### src/rtl/core/text_console_writer_unit_macros.svh
// assertion helpers for the console writer back end (tcw_back)
`ifndef TEXT_CONSOLE_WRITER_UNIT_MACROS_SVH
`define TEXT_CONSOLE_WRITER_UNIT_MACROS_SVH
`ifndef SYNTH
// property that must hold at every clock edge out of reset
`define TCW_ASSERT(label, prop) \
    label: assert property (@(posedge clk) disable iff (!rst_n) (prop)) \
        else $error("%m: check failed");
// condition in one cycle implies a condition in the next
`define TCW_ASSERT_NEXT(label, ante, cons) \
    label: assert property (@(posedge clk) disable iff (!rst_n) (ante) |=> (cons)) \
        else $error("%m: sequence check failed");
`else
`define TCW_ASSERT(label, prop)
`define TCW_ASSERT_NEXT(label, ante, cons)
`endif
`endif

### src/rtl/core/tcw_pkg.sv
package tcw_pkg;

    // default geometry
    localparam int COLUMNS_DEF     = 80;
    localparam int ROWS_DEF        = 25;
    localparam int TAB_WIDTH_DEF   = 8;
    localparam int CMD_QUEUE_DEPTH = 2;
    localparam int RES_QUEUE_DEPTH = 2;

    // widest command fields over the whole parameter range
    localparam int CMD_COL_W = 8;
    localparam int CMD_ROW_W = 7;

    // cell contents
    localparam logic [7:0] ATTR_RESET = 8'h07;
    localparam logic [7:0] BLANK_CHAR = 8'h20;

    // control bytes
    localparam logic [7:0] CH_NUL = 8'h00;
    localparam logic [7:0] CH_BS  = 8'h08;
    localparam logic [7:0] CH_TAB = 8'h09;
    localparam logic [7:0] CH_LF  = 8'h0A;
    localparam logic [7:0] CH_CR  = 8'h0D;

    typedef enum logic [1:0] {
        MODE_PUT    = 2'd0,
        MODE_READ   = 2'd1,
        MODE_CLEAR  = 2'd2,
        MODE_SETCUR = 2'd3
    } mode_t;

    typedef enum logic [3:0] {
        OP_NOP,
        OP_PUT,
        OP_BS,
        OP_TAB,
        OP_CR,
        OP_LF,
        OP_READ,
        OP_CLEAR,
        OP_SETCUR
    } op_t;

    typedef enum logic [1:0] {
        ST_IDLE,
        ST_READ,
        ST_SCROLL,
        ST_FILL
    } state_t;

    typedef struct packed {
        mode_t       mode;
        logic [7:0]  char_code;
        logic [10:0] cell_index;
        logic [6:0]  col;
        logic [4:0]  row;
    } in_item_t;

    typedef struct packed {
        logic [10:0] cursor_pos;
        logic [15:0] cell_value;
    } out_item_t;

    // classified command handed from front to back
    typedef struct packed {
        op_t                  op;
        logic [7:0]           ch;
        logic [10:0]          idx;
        logic                 idx_ok;
        logic [CMD_COL_W-1:0] col;
        logic [CMD_ROW_W-1:0] row;
    } cmd_t;

endpackage

### src/rtl/core/tcw_front.sv
module tcw_front #(
    parameter int COLUMNS = 80,
    parameter int ROWS    = 25
) (
    input  tcw_pkg::in_item_t request,
    output tcw_pkg::cmd_t     cmd
);

    import tcw_pkg::*;

    // decode the item into a command with clamped operands
    always_comb
    begin
        cmd.ch     = request.char_code;
        cmd.idx    = request.cell_index;
        cmd.idx_ok = (int'(request.cell_index) < COLUMNS * ROWS);
        cmd.col    = (int'(request.col) < COLUMNS) ? CMD_COL_W'(request.col)
                                                   : CMD_COL_W'(COLUMNS - 1);
        cmd.row    = (int'(request.row) < ROWS) ? CMD_ROW_W'(request.row)
                                                : CMD_ROW_W'(ROWS - 1);
        unique case (request.mode)
            MODE_PUT:
            begin
                unique case (request.char_code)
                    CH_NUL:  cmd.op = OP_NOP;
                    CH_BS:   cmd.op = OP_BS;
                    CH_TAB:  cmd.op = OP_TAB;
                    CH_CR:   cmd.op = OP_CR;
                    CH_LF:   cmd.op = OP_LF;
                    default: cmd.op = OP_PUT;
                endcase
            end
            MODE_READ:   cmd.op = OP_READ;
            MODE_CLEAR:  cmd.op = OP_CLEAR;
            MODE_SETCUR: cmd.op = OP_SETCUR;
        endcase
    end

endmodule

### config.mk
export PLATFORM = sky130hd
export DESIGN_NAME = tcw_front
export DESIGN_NICKNAME = d
export VERILOG_FILES = /design/src/rtl/core/text_console_writer_unit_macros.svh /design/src/rtl/core/tcw_pkg.sv /design/src/rtl/core/tcw_front.sv
export SDC_FILE = /design/constraint.sdc
export NUM_CORES = 1
export LEC_CHECK = 0
export CAP_MARGIN = 20
export CELL_PAD_IN_SITES_DETAIL_PLACEMENT = 1
export CELL_PAD_IN_SITES_GLOBAL_PLACEMENT = 1
export CORE_AREA = 2 2 39 41
export DETAILED_ROUTE_END_ITERATION = 8
export DIE_AREA = 0 0 41 43
export DONT_BUFFER_PORTS = 1
export PLACE_DENSITY = 0.65
export SETUP_SLACK_MARGIN = 0.2
export SLEW_MARGIN = 15
export SYNTH_ARGS = -nofsm -noshare
export SYNTH_HDL_FRONTEND = slang
export SYNTH_SLANG_ARGS = --single-unit
### constraint.sdc
create_clock -name vclk -period 1.01
set_input_delay 0.1515 -clock vclk [all_inputs]
set_output_delay 0.1515 -clock vclk [all_outputs]
set_load 0.01 [all_outputs]
; ---- Yosys cells after proc, flatten, opt, wreduce, memory -nomap -nowiden
; Index checks and enable logic that the tools add are counted.
[totals]
mem_count = 0
inputBits = 33
mem_bits_ro = 0
latchBits = 0
ram_bits = 0
regBits = 0
word_cells = 16
out_inout_bits = 39
[classes]
n_eq_ne = 7
div_mod_pow = 0
magnitude_cmp = 3
n_mul = 0
muxes = 4
shift = 0
reduce_logical = 2
n_bitwise = 0
n_addsub = 0
[op_table]
columns = op, count
row1 = "equality test 8 x 4 -> 1 bit, second input constant", 4
row2 = one-hot mux 4 bit (4 select lines), 1
row3 = one-hot mux 3 bit (5 select lines), 1
row4 = "< comparator 11 bit, second input constant", 1
row5 = logical NOT 8 bit, 1
row6 = "< comparator 7 bit, second input constant", 1
row7 = two-way mux 7 bit, 1
row8 = "< comparator 5 bit, second input constant", 1
row9 = two-way mux 5 bit, 1
row10 = "equality test 2 bit, second input constant", 2
row11 = "equality test 2 x 1 -> 1 bit, second input constant", 1
row12 = logical NOT 2 bit, 1

; ---- Logic depth before layout (Yosys ltp)
[logic_depth]
ltp_word = 3
mapped_depth = 4
mapped_depth_nobuf = 4

; ---- Worst setup path after synthesis
; No wires, ideal clock.
[synth_timing]
kind = input to output
start = input request[31] (netlist name)
end = output cmd[36] (netlist name)
slack_ns = 0.067
cell_stages = 4
n_path_buf = 0
required_time_ns = 0.859
arrival_ns = 0.792
cell_sequence = inv_1 ha_1 nand4b_1 o31ai_2
[synth_rtl]
columns = item, line
row1 = "start, declared", tcw_front.sv:5  ; input tcw_pkg::in_item_t request,
row2 = "end, declared", tcw_front.sv:6  ; output tcw_pkg::cmd_t cmd

==> qor.csv <==
stage,metric,value,unit
outcome,outcome,completed,
clock_network,cts_hold_buf,0,
global_routing,grtUsageTotal,0.0639,
power,p_leak,0.105,nW
floorplan,die_h,43,um
setup_path,cp.arrival,0.80,ns
finish,final_common_cell,nand2b_1,
placed_design,hpwl,618,um
finish,final_cell_area,290,um2
sta,period_needed,0.949,ns
finish,final_util,0.210,
setup_path,criticalPathCategory,input pin to output pin,
setup_path,slowest_delay,0.26,ns
global_routing,grt_max_degree,7,
setup_path,cp-start-kind,input pin,
setup_path,critPathSlowestCell,o31ai_4,
finish,fin_nets,73,
sta,setup_ws,0.0613,ns
floorplan,rows,14,
sta,hold_slack,0.303,ns
placed_design,place_congestion,0.602,
finish,layout_common_cells,"5 x nand2b_1, 3 x nor2b_1, 3 x and2_1, 3 x conb_1",
sta,final_hold_viol_count,0,
finish,fillers,170,
synth,postSynthAreaPerCell,6.89,um2
synth,ys_types,21,
routing,dr.pass1.iters,1,
floorplan,die-area,0.00176,mm2
placed_design,io_buffers,0,
routing,drtIter0Drc,0,
finish,num_antenna_cells,0,
global_routing,first_global_vias,222,
routing,wl,705,um
power,powerDensity,355,mW/mm2
finish,seq_cells,0,
finish,seq_area,0,um2
routing,num_vias,254,
power,max-vdd-ir-drop,0.101,mV
synth,ys_seq_area_frac,0,
sta,fmax,1.05,GHz
finish,syn_to_final_growth,-26.1,%
floorplan,core,0.00138,mm2
sta,fin_crit_sh,0.939,
sta,rsz0062_at_grt,yes,
synth,syn-cell-area,393,um2
placed_design,placed_area,263,um2
setup_path,worstPathRequired,0.86,ns
floorplan,die-width,41,um
global_routing,antenna_found_initial,0,
setup_path,cp_max_fo,2,
routing,drtAntennaViolNets,0,
finish,n_clock_buffer,0,
synth,synth_warnings,0,
synth,synthCells,57,
floorplan,io_pins,72,
sta,slew_viol_final,0,
global_routing,grt_overflow,0,
worst_hold_path,hp-class,input pin to output pin,
setup_path,endpoint_kind,output pin,
floorplan,initial_utilization,0.284,
worst_hold_path,hp-start,request[14],
run,cap_violations,0,
placed_design,dp_slack,0.00877,ns
global_routing,grt_pass1_wl,848,um
sta,timing.setup.tns,0,ns
setup_path,critPathLaunch,request[30],
placed_design,dp.cells,50,
routing,wl_per_cell,13.8,um
routing,via_per_inst,4.98,
routing,drc,0,
finish,layout-drive-gt1-share,0.229,
power,total_power,103,uW
setup_path,worstPathCellList,nor3_4 -> nand4b_1 -> o31ai_4,
sta,setup_viol,0,
finish,stdcell_count,51,
synthesized netlist by cell type, drive strengths merged:
cell	number	area [um2]
conb	1	3.75
o31ai	1	12.5
nand2	1	3.75
nand2b	5	31.3
o21ai	3	15.0
nand3	1	5.00
inv	2	7.51
a21oi	1	5.00
nor3	1	10.0
buf	22	165
nor3b	1	7.51
and2	3	18.8
ha	3	37.5
o2111ai	1	8.76
a41oi	1	8.76
nand4b	1	8.76
nor2b	3	18.8
nor2	2	7.51
clkbuf	3	11.3
and3	1	6.26
cell type report:
class | instances | area, um2 | area share
Multi-Input combinational cell | 32 | 255 | 0.879
Timing Repair Buffer | 1 | 7.51 | 0.0259
Inverter | 2 | 7.51 | 0.0259
Tap cell | 16 | 20.0 | 0.0690
per-layer routing:
layer | up-vias | global-route usage | share of wire | wire [um]
met5 | - | 0 | 0 | 0
met1 | 114 | 0.0823 | 0.36 | 253
met4 | 0 | 0.00667 | 0 | 0
met2 | 25 | 0.103 | 0.47 | 328
met3 | 0 | 0.0209 | 0.17 | 122
li1 | 115 | - | - | -
kinds of logic after synthesis:
logic type	after synthesis	synth area share
AO/OA/AOI/OAI	7	0.127
other	1	0.00954
adder cells (fa/ha/maj)	3	0.0956
AND/OR/NAND/NOR	19	0.299
buffers and inverters	27	0.468
worst max-delay path: cells and delay by family:
kind / cells / cell delay, ns
and+or+nand+nor: 2 / 0.38
AOI/OAI and AO/OA: 1 / 0.26
power breakdown:
group          internal, mW  total (mW)  switching, mW
combinational        0.0424       0.103         0.0606
clock                     0           0              0
sequential                0           0              0
worst paths after layout:
check,to,slack (ns),depth (start not counted)
min,cmd[18],0.30,0
max,cmd[36],0.06,3
what timing repair did:
item | CTS | global route
hold endpoints to repair | 0 | 0
resized for setup | 1 | 2
buffers inserted | 1 | 0
pin swaps | 3 | 1
endpoints found under the setup margin | 3 | 3
Power figures use the tool's default switching activity.
