[src/rtl/core/text_console_writer_unit_macros.svh]
// assertion helpers for the console writer back end (tcw_back)
`ifndef TEXT_CONSOLE_WRITER_UNIT_MACROS_SVH
`define TEXT_CONSOLE_WRITER_UNIT_MACROS_SVH
`ifndef SYNTH
// property that must hold at every clock edge out of reset
`define TCW_ASSERT(label, prop) \
    label: assert property (@(posedge clk) disable iff (!rst_n) (prop)) \
        else $error("%m: check failed");
// condition in one cycle implies a condition in the next
`define TCW_ASSERT_NEXT(label, ante, cons) \
    label: assert property (@(posedge clk) disable iff (!rst_n) (ante) |=> (cons)) \
        else $error("%m: sequence check failed");
`else
`define TCW_ASSERT(label, prop)
`define TCW_ASSERT_NEXT(label, ante, cons)
`endif
`endif

[src/rtl/core/tcw_fifo.sv]
module tcw_fifo #(
    parameter int WIDTH = 8,
    parameter int DEPTH = 2
) (
    input  logic             clk,
    input  logic             rst_n,
    input  logic             push,
    input  logic [WIDTH-1:0] wdata,
    output logic             full,
    input  logic             pop,
    output logic [WIDTH-1:0] rdata,
    output logic             empty
);

    localparam int PTR_W = $clog2(DEPTH);
    localparam int CNT_W = $clog2(DEPTH + 1);
    localparam logic [PTR_W-1:0] PTR_LAST = PTR_W'(DEPTH - 1);
    localparam logic [CNT_W-1:0] CNT_FULL = CNT_W'(DEPTH);

    logic [WIDTH-1:0] mem_reg [DEPTH];
    logic [PTR_W-1:0] wr_ptr_reg, wr_ptr_next;
    logic [PTR_W-1:0] rd_ptr_reg, rd_ptr_next;
    logic [CNT_W-1:0] count_reg, count_next;
    logic             do_push, do_pop;

    assign full    = (count_reg == CNT_FULL);
    assign empty   = (count_reg == '0);
    assign do_push = push && !full;
    assign do_pop  = pop && !empty;
    assign rdata   = mem_reg[rd_ptr_reg];

    // pointer and count update
    always_comb
    begin
        wr_ptr_next = wr_ptr_reg;
        rd_ptr_next = rd_ptr_reg;
        count_next  = count_reg;
        if (do_push)
        begin
            wr_ptr_next = (wr_ptr_reg == PTR_LAST) ? '0 : wr_ptr_reg + 1'b1;
        end
        if (do_pop)
        begin
            rd_ptr_next = (rd_ptr_reg == PTR_LAST) ? '0 : rd_ptr_reg + 1'b1;
        end
        if (do_push && !do_pop)
        begin
            count_next = count_reg + 1'b1;
        end
        else if (do_pop && !do_push)
        begin
            count_next = count_reg - 1'b1;
        end
    end

    always_ff @(posedge clk or negedge rst_n)
    begin
        if (!rst_n)
        begin
            wr_ptr_reg <= '0;
            rd_ptr_reg <= '0;
            count_reg  <= '0;
        end
        else
        begin
            wr_ptr_reg <= wr_ptr_next;
            rd_ptr_reg <= rd_ptr_next;
            count_reg  <= count_next;
        end
    end

    // storage
    always_ff @(posedge clk)
    begin
        if (do_push)
        begin
            mem_reg[wr_ptr_reg] <= wdata;
        end
    end

endmodule

[config.mk]
export PLATFORM = sky130hd
export DESIGN_NAME = tcw_fifo
export DESIGN_NICKNAME = d
export VERILOG_FILES = /design/src/rtl/core/text_console_writer_unit_macros.svh /design/src/rtl/core/tcw_fifo.sv
export SDC_FILE = /design/constraint.sdc
export NUM_CORES = 1
export LEC_CHECK = 0
export BUFFER_PORTS_ARGS = -buffer_cell sky130_fd_sc_hd__clkbuf_2
export CAP_MARGIN = 20
export CORE_UTILIZATION = 48
export CTS_CLUSTER_SIZE = 8
export DETAILED_ROUTE_END_ITERATION = 8
export PLACE_DENSITY = 0.82
export SYNTH_ARGS = -nofsm -noshare
export SYNTH_HDL_FRONTEND = slang
export SYNTH_SLANG_ARGS = --single-unit
[constraint.sdc]
create_clock -name clk -period 1.9 [get_ports clk]
set_input_delay 0 -clock clk [delete_from_list [all_inputs] [get_ports clk]]
set_output_delay 0 -clock clk [all_outputs]
set_load 0.005 [all_outputs]
Word-level counts from Yosys, hierarchy flattened
Memory sizes are Yosys's and may differ from the RTL's.
Index checks and enable logic that the tools add are counted.

word-level totals
  flip-flop bits (word level) = 4
  RAM bits = 16
  input port bits = 12
  output and inout port bits = 10
  logic and storage cells = 25
  memories kept = 1

operators by class
  add/sub/neg operators = 4
  eq/ne operators = 1
  multiplexer cells = 6
  reduce and logical (&&, ||, !) cells = 10

memory list
  memory   words  width  rd ports  clocked after memory_dff  write ports  RTL line        RTL
  mem_reg  2      8      1         0                         1            tcw_fifo.sv:20  logic [WIDTH-1:0] mem_reg [DEPTH];

operator list
  kind                                                                count
  1-bit logical AND                                                   4
  1-bit logical NOT                                                   4
  1-bit two-way mux                                                   4
  2-bit two-way mux                                                   2
  1-bit adder, second input constant                                  2
  2-bit by 1-bit adder with 2-bit output, second input constant       1
  2-bit equality test, second input constant                          1
  2-bit logical NOT                                                   1
  2-bit nonzero test                                                  1
  2-bit by 1-bit subtractor with 2-bit output, second input constant  1

Logic depth before layout (Yosys ltp)
  depth in word-level cells = 7
  mapped depth = 7
  gate-level depth less buffers = 7

Least setup slack after synthesis
Ideal clock, no wire load.

  kind = reg2reg
  start = reg count_reg[0]
  end = mem mem_reg[0][0] (enable)
  setup time = 370 ps
  data arrival time = 1022 ps
  required time = 1530 ps
  setup slack = 508 ps
  cell stages (with the launch flop) = 4
  path buffers = 0
  clock period less this slack = 1392 ps
  path through = dfrtp_1 nand2b_1 nand2_2 nor2_1

between the ends
  cells in the longest elaborated chain, start to end = 5

RTL lines
  what                                     RTL line        RTL
  start, declared                          tcw_fifo.sv:23  logic [CNT_W-1:0] count_reg, count_next;
  start signal, assigned                   tcw_fifo.sv:68  count_reg <= count_next;
  2-bit equality test                      tcw_fifo.sv:26  assign full = (count_reg == CNT_FULL);
  1-bit logical NOT                        tcw_fifo.sv:28  assign do_push = push && !full;
  1-bit logical AND                        tcw_fifo.sv:28
  1-bit two-way mux                        tcw_fifo.sv:75  if (do_push)
  1-bit two-way mux (implied by the code)  tcw_fifo.sv:77  mem_reg[wr_ptr_reg] <= wdata;
  end, declared                            tcw_fifo.sv:20

No other way between the ends.

Worst setup path after layout
  start = reg count_reg[0]
  end = reg count_reg[1]

between the ends
  cells in the longest elaborated chain, start to end = 6
  elaborated cells on any way between the ends = 15
  those cells by class = add/sub (2); eq/ne (1); mux (2); reduce/logical (10)

RTL lines
  what                                                                      RTL line
  2-bit equality test or 2-bit logical NOT (tied branches)                  tcw_fifo.sv:26, tcw_fifo.sv:27
  1-bit logical NOT, on equally long branches                               tcw_fifo.sv:28, tcw_fifo.sv:29
  1-bit logical AND, on equally long branches                               tcw_fifo.sv:28, tcw_fifo.sv:29
  1-bit logical NOT, on equally long branches                               tcw_fifo.sv:50, tcw_fifo.sv:46
  1-bit logical AND, on equally long branches                               tcw_fifo.sv:50, tcw_fifo.sv:46
  2-bit nonzero test (no source line) or 2-bit two-way mux (tied branches)  n/a

Parallel ways exist; a longest one is shown, timed or not. The select of a mux whose other input is x is not followed.
A chain may end at the register's enable or synchronous reset.

==> impl_metrics.json <==
{
  "synthCells": 44,
  "hold_viol": 0,
  "design.die.area_mm2": 0.00179,
  "port_buffers": 21,
  "fin_crit_sh_pct": 77.9,
  "reg2reg_slack_ns": 0.42,
  "n_antenna_cell": 0,
  "cp-endpoint": "count_reg[1]",
  "synth.distinct_cells": 15,
  "whs_ns": 0.0202,
  "synth_top_area_share_pct": 61.4,
  "critPathKind": "flip-flop to flip-flop",
  "nFillCells": 117,
  "finClkSkew_ns": 0.00221,
  "numCtsBuffers": 3,
  "maxSlewHeadroom_pct": 74.3,
  "first_global_vias": 433,
  "area_growth_pct": 32.5,
  "stdcell_count": 95,
  "tns_ns": 0,
  "grt.met2_usage_pct": 22.8,
  "grt_use_total_pct": 13.9,
  "cts_tree": "yes",
  "rows": 14,
  "drcViolationCount": 0,
  "synthFlopType": "edfxtp_1",
  "htree_num_levels": 1,
  "synth_largest_area_cell": "edfxtp_1",
  "finalSetupViolations": 0,
  "cts_root_buffer": "clkbuf_4",
  "crit_start": "count_reg[0]",
  "reg2reg_from": "count_reg[0]",
  "status": "completed",
  "worst_slew_pin_slew_ns": 0.385,
  "async_reset_ff_share_pct": 20.0,
  "antenna_found_initial": 0,
  "ant_nets": 0,
  "grt.busiest_layer": "met2",
  "grt_pass1_wl_um": 1790,
  "synth_edf_count": 16,
  "vias": 450,
  "clk_pin_slew_ns": 0.10,
  "die_y_um": 42.4,
  "insertion_delay_ns": 0.28,
  "fmaxAchievable_ghz": 0.675,
  "core_mm2": 0.00151,
  "timing.critical_path.to_type": "flip-flop",
  "synth_seq_area_share_pct": 74.2,
  "avgSynthCellArea_um2": 17.8,
  "rr_endpoint": "count_reg[1]",
  "crit_arrival_ns": 1.69,
  "synth_nets": 57,
  "met1_usage_pct": 17.3,
  "period_needed_ns": 1.48,
  "fin_nets": 93,
  "synth_most_common_cell": "edfxtp_1",
  "synth_warnings": 0,
  "post-dp-hpwl_um": 800,
  "clock_path_buffers": 2,
  "start_kind": "flip-flop",
  "initial_core_util_pct": 51.9,
  "synthTopCellsByArea": "edfxtp_1 (61%), dfrtp_1 (13%), mux2_1 (8.6%), mux2_2 (2.9%), xnor2_1 (2.2%)",
  "met3_usage_pct": 4.31,
  "die_x_um": 42.4,
  "required_ns": 2.11,
  "clock-sinks": 20,
  "rr_worst_depth": 7,
  "gp_congestion": 0.717,
  "design_area_mm2": 0.00104,
  "via_per_inst": 4.74,
  "totalWireLength_um": 1110,
  "power_uw": 1330,
  "drtIter0Drc": 8,
  "yosys_register_bits": 20,
  "power.density_mw_per_mm2": 1290,
  "rsz0062_at_grt": "false",
  "pin_count": 22,
  "syn_area_um2": 782,
  "routedWlPerCell_um": 11.7,
  "worst-path-max-fanout": 5,
  "worstHoldPathType": "input port to flip-flop",
  "grt_max_degree": 12,
  "overflow": 0,
  "dp_cells": 81,
  "drt_first_pass_iters": 2,
  "slew_viol_final": 0,
  "cap_viol_max_count": 0,
  "place_area_um2": 910,
  "leakage_uw": 0.000440,
  "largest_register_ffs": 16,
  "synth_commonest_cells": "edfxtp_1 (16), mux2_1 (6), dfrtp_1 (4)",
  "worst_ir_drop_vdd_mv": 0.797,
  "drive_gt1_share_pct": 36.7
}
critical path: stages, from the launching register on:
cell	delay (ns)
dfrtp_1	0.44
nand2b_1	0.20
nand2_2	0.12
inv_1	0.05
ha_1	0.18
xor2_1	0.14
nor2_1	0.11
xor2_1	0.16
cells in the final DEF, fill, tap and decap left out:
cell,count
clkbuf_1,1
buf_4,1
ha_1,1
mux2_2,2
mux2_1,6
dfrtp_1,4
dlygate4sd3_1,10
o21ai_1,1
xnor2_2,1
clkbuf_4,3
nand2_2,1
xnor2_1,2
nor2_1,3
inv_1,2
clkbuf_2,21
nand2b_1,1
xor2_1,2
edfxtp_1,16
and3_1,1
metal layers:
metal / share of wire, % / vias to the layer above
li1: - / 227
met1: 45 / 207
met2: 49 / 16
met3: 5.9 / 0
met4: 0 / 0
met5: 0 / -
per-stage QoR:
stage / setup slack (ns) / util, %
finish: 0.419 / 68.8
global placement: 0.484 / 60.4
floorplan: 0.508 / -
CTS: 0.415 / 68.8
detailed placement: 0.446 / 60.4
global route: 0.322 / 68.8
worst min-delay path by stage:
stage / startpoint / end / cells past startpoint
final: pop / rd_ptr_reg / 3
after detailed placement: rst_n / count_reg[0] / 1
after floorplan: rst_n / count_reg[0] / 0
after CTS: pop / rd_ptr_reg / 3
after global placement: rst_n / count_reg[0] / 1
after global routing: rst_n / count_reg[1] / 2
cell families after synthesis:
family / after synthesis / share of synthesized area, %
AOI/OAI and AO/OA: 1 / 0.639
xor gates and xnor gates: 5 / 6.56
adders and majority gates: 1 / 1.60
buffers and inverters: 3 / 1.60
DFF: 20 / 74.2
muxes: 8 / 11.5
and+or+nand+nor: 6 / 3.84
layout make-up:
cell class / count / area, µm² / area share (%)
well taps: 16 / 20.0 / 1.93
repair buffers: 32 / 213 / 20.5
inverters: 2 / 7.51 / 0.725
clock buffers: 4 / 26.3 / 2.54
flip-flops and latches: 20 / 581 / 56.0
multi-input cells: 21 / 189 / 18.2
report_power, final:
part           leakage (µW)  internal, µW  switching (µW)
combinational      0.000229           245             191
sequential         0.000195           612            93.6
clock             0.0000150          81.4             112
what timing repair did:
item,in CTS,in global routing
buffers inserted,0,0
hold buffers,10,0
resized for setup,0,0
endpoints found under the hold margin,21,0
Power figures use the tool's default switching activity.
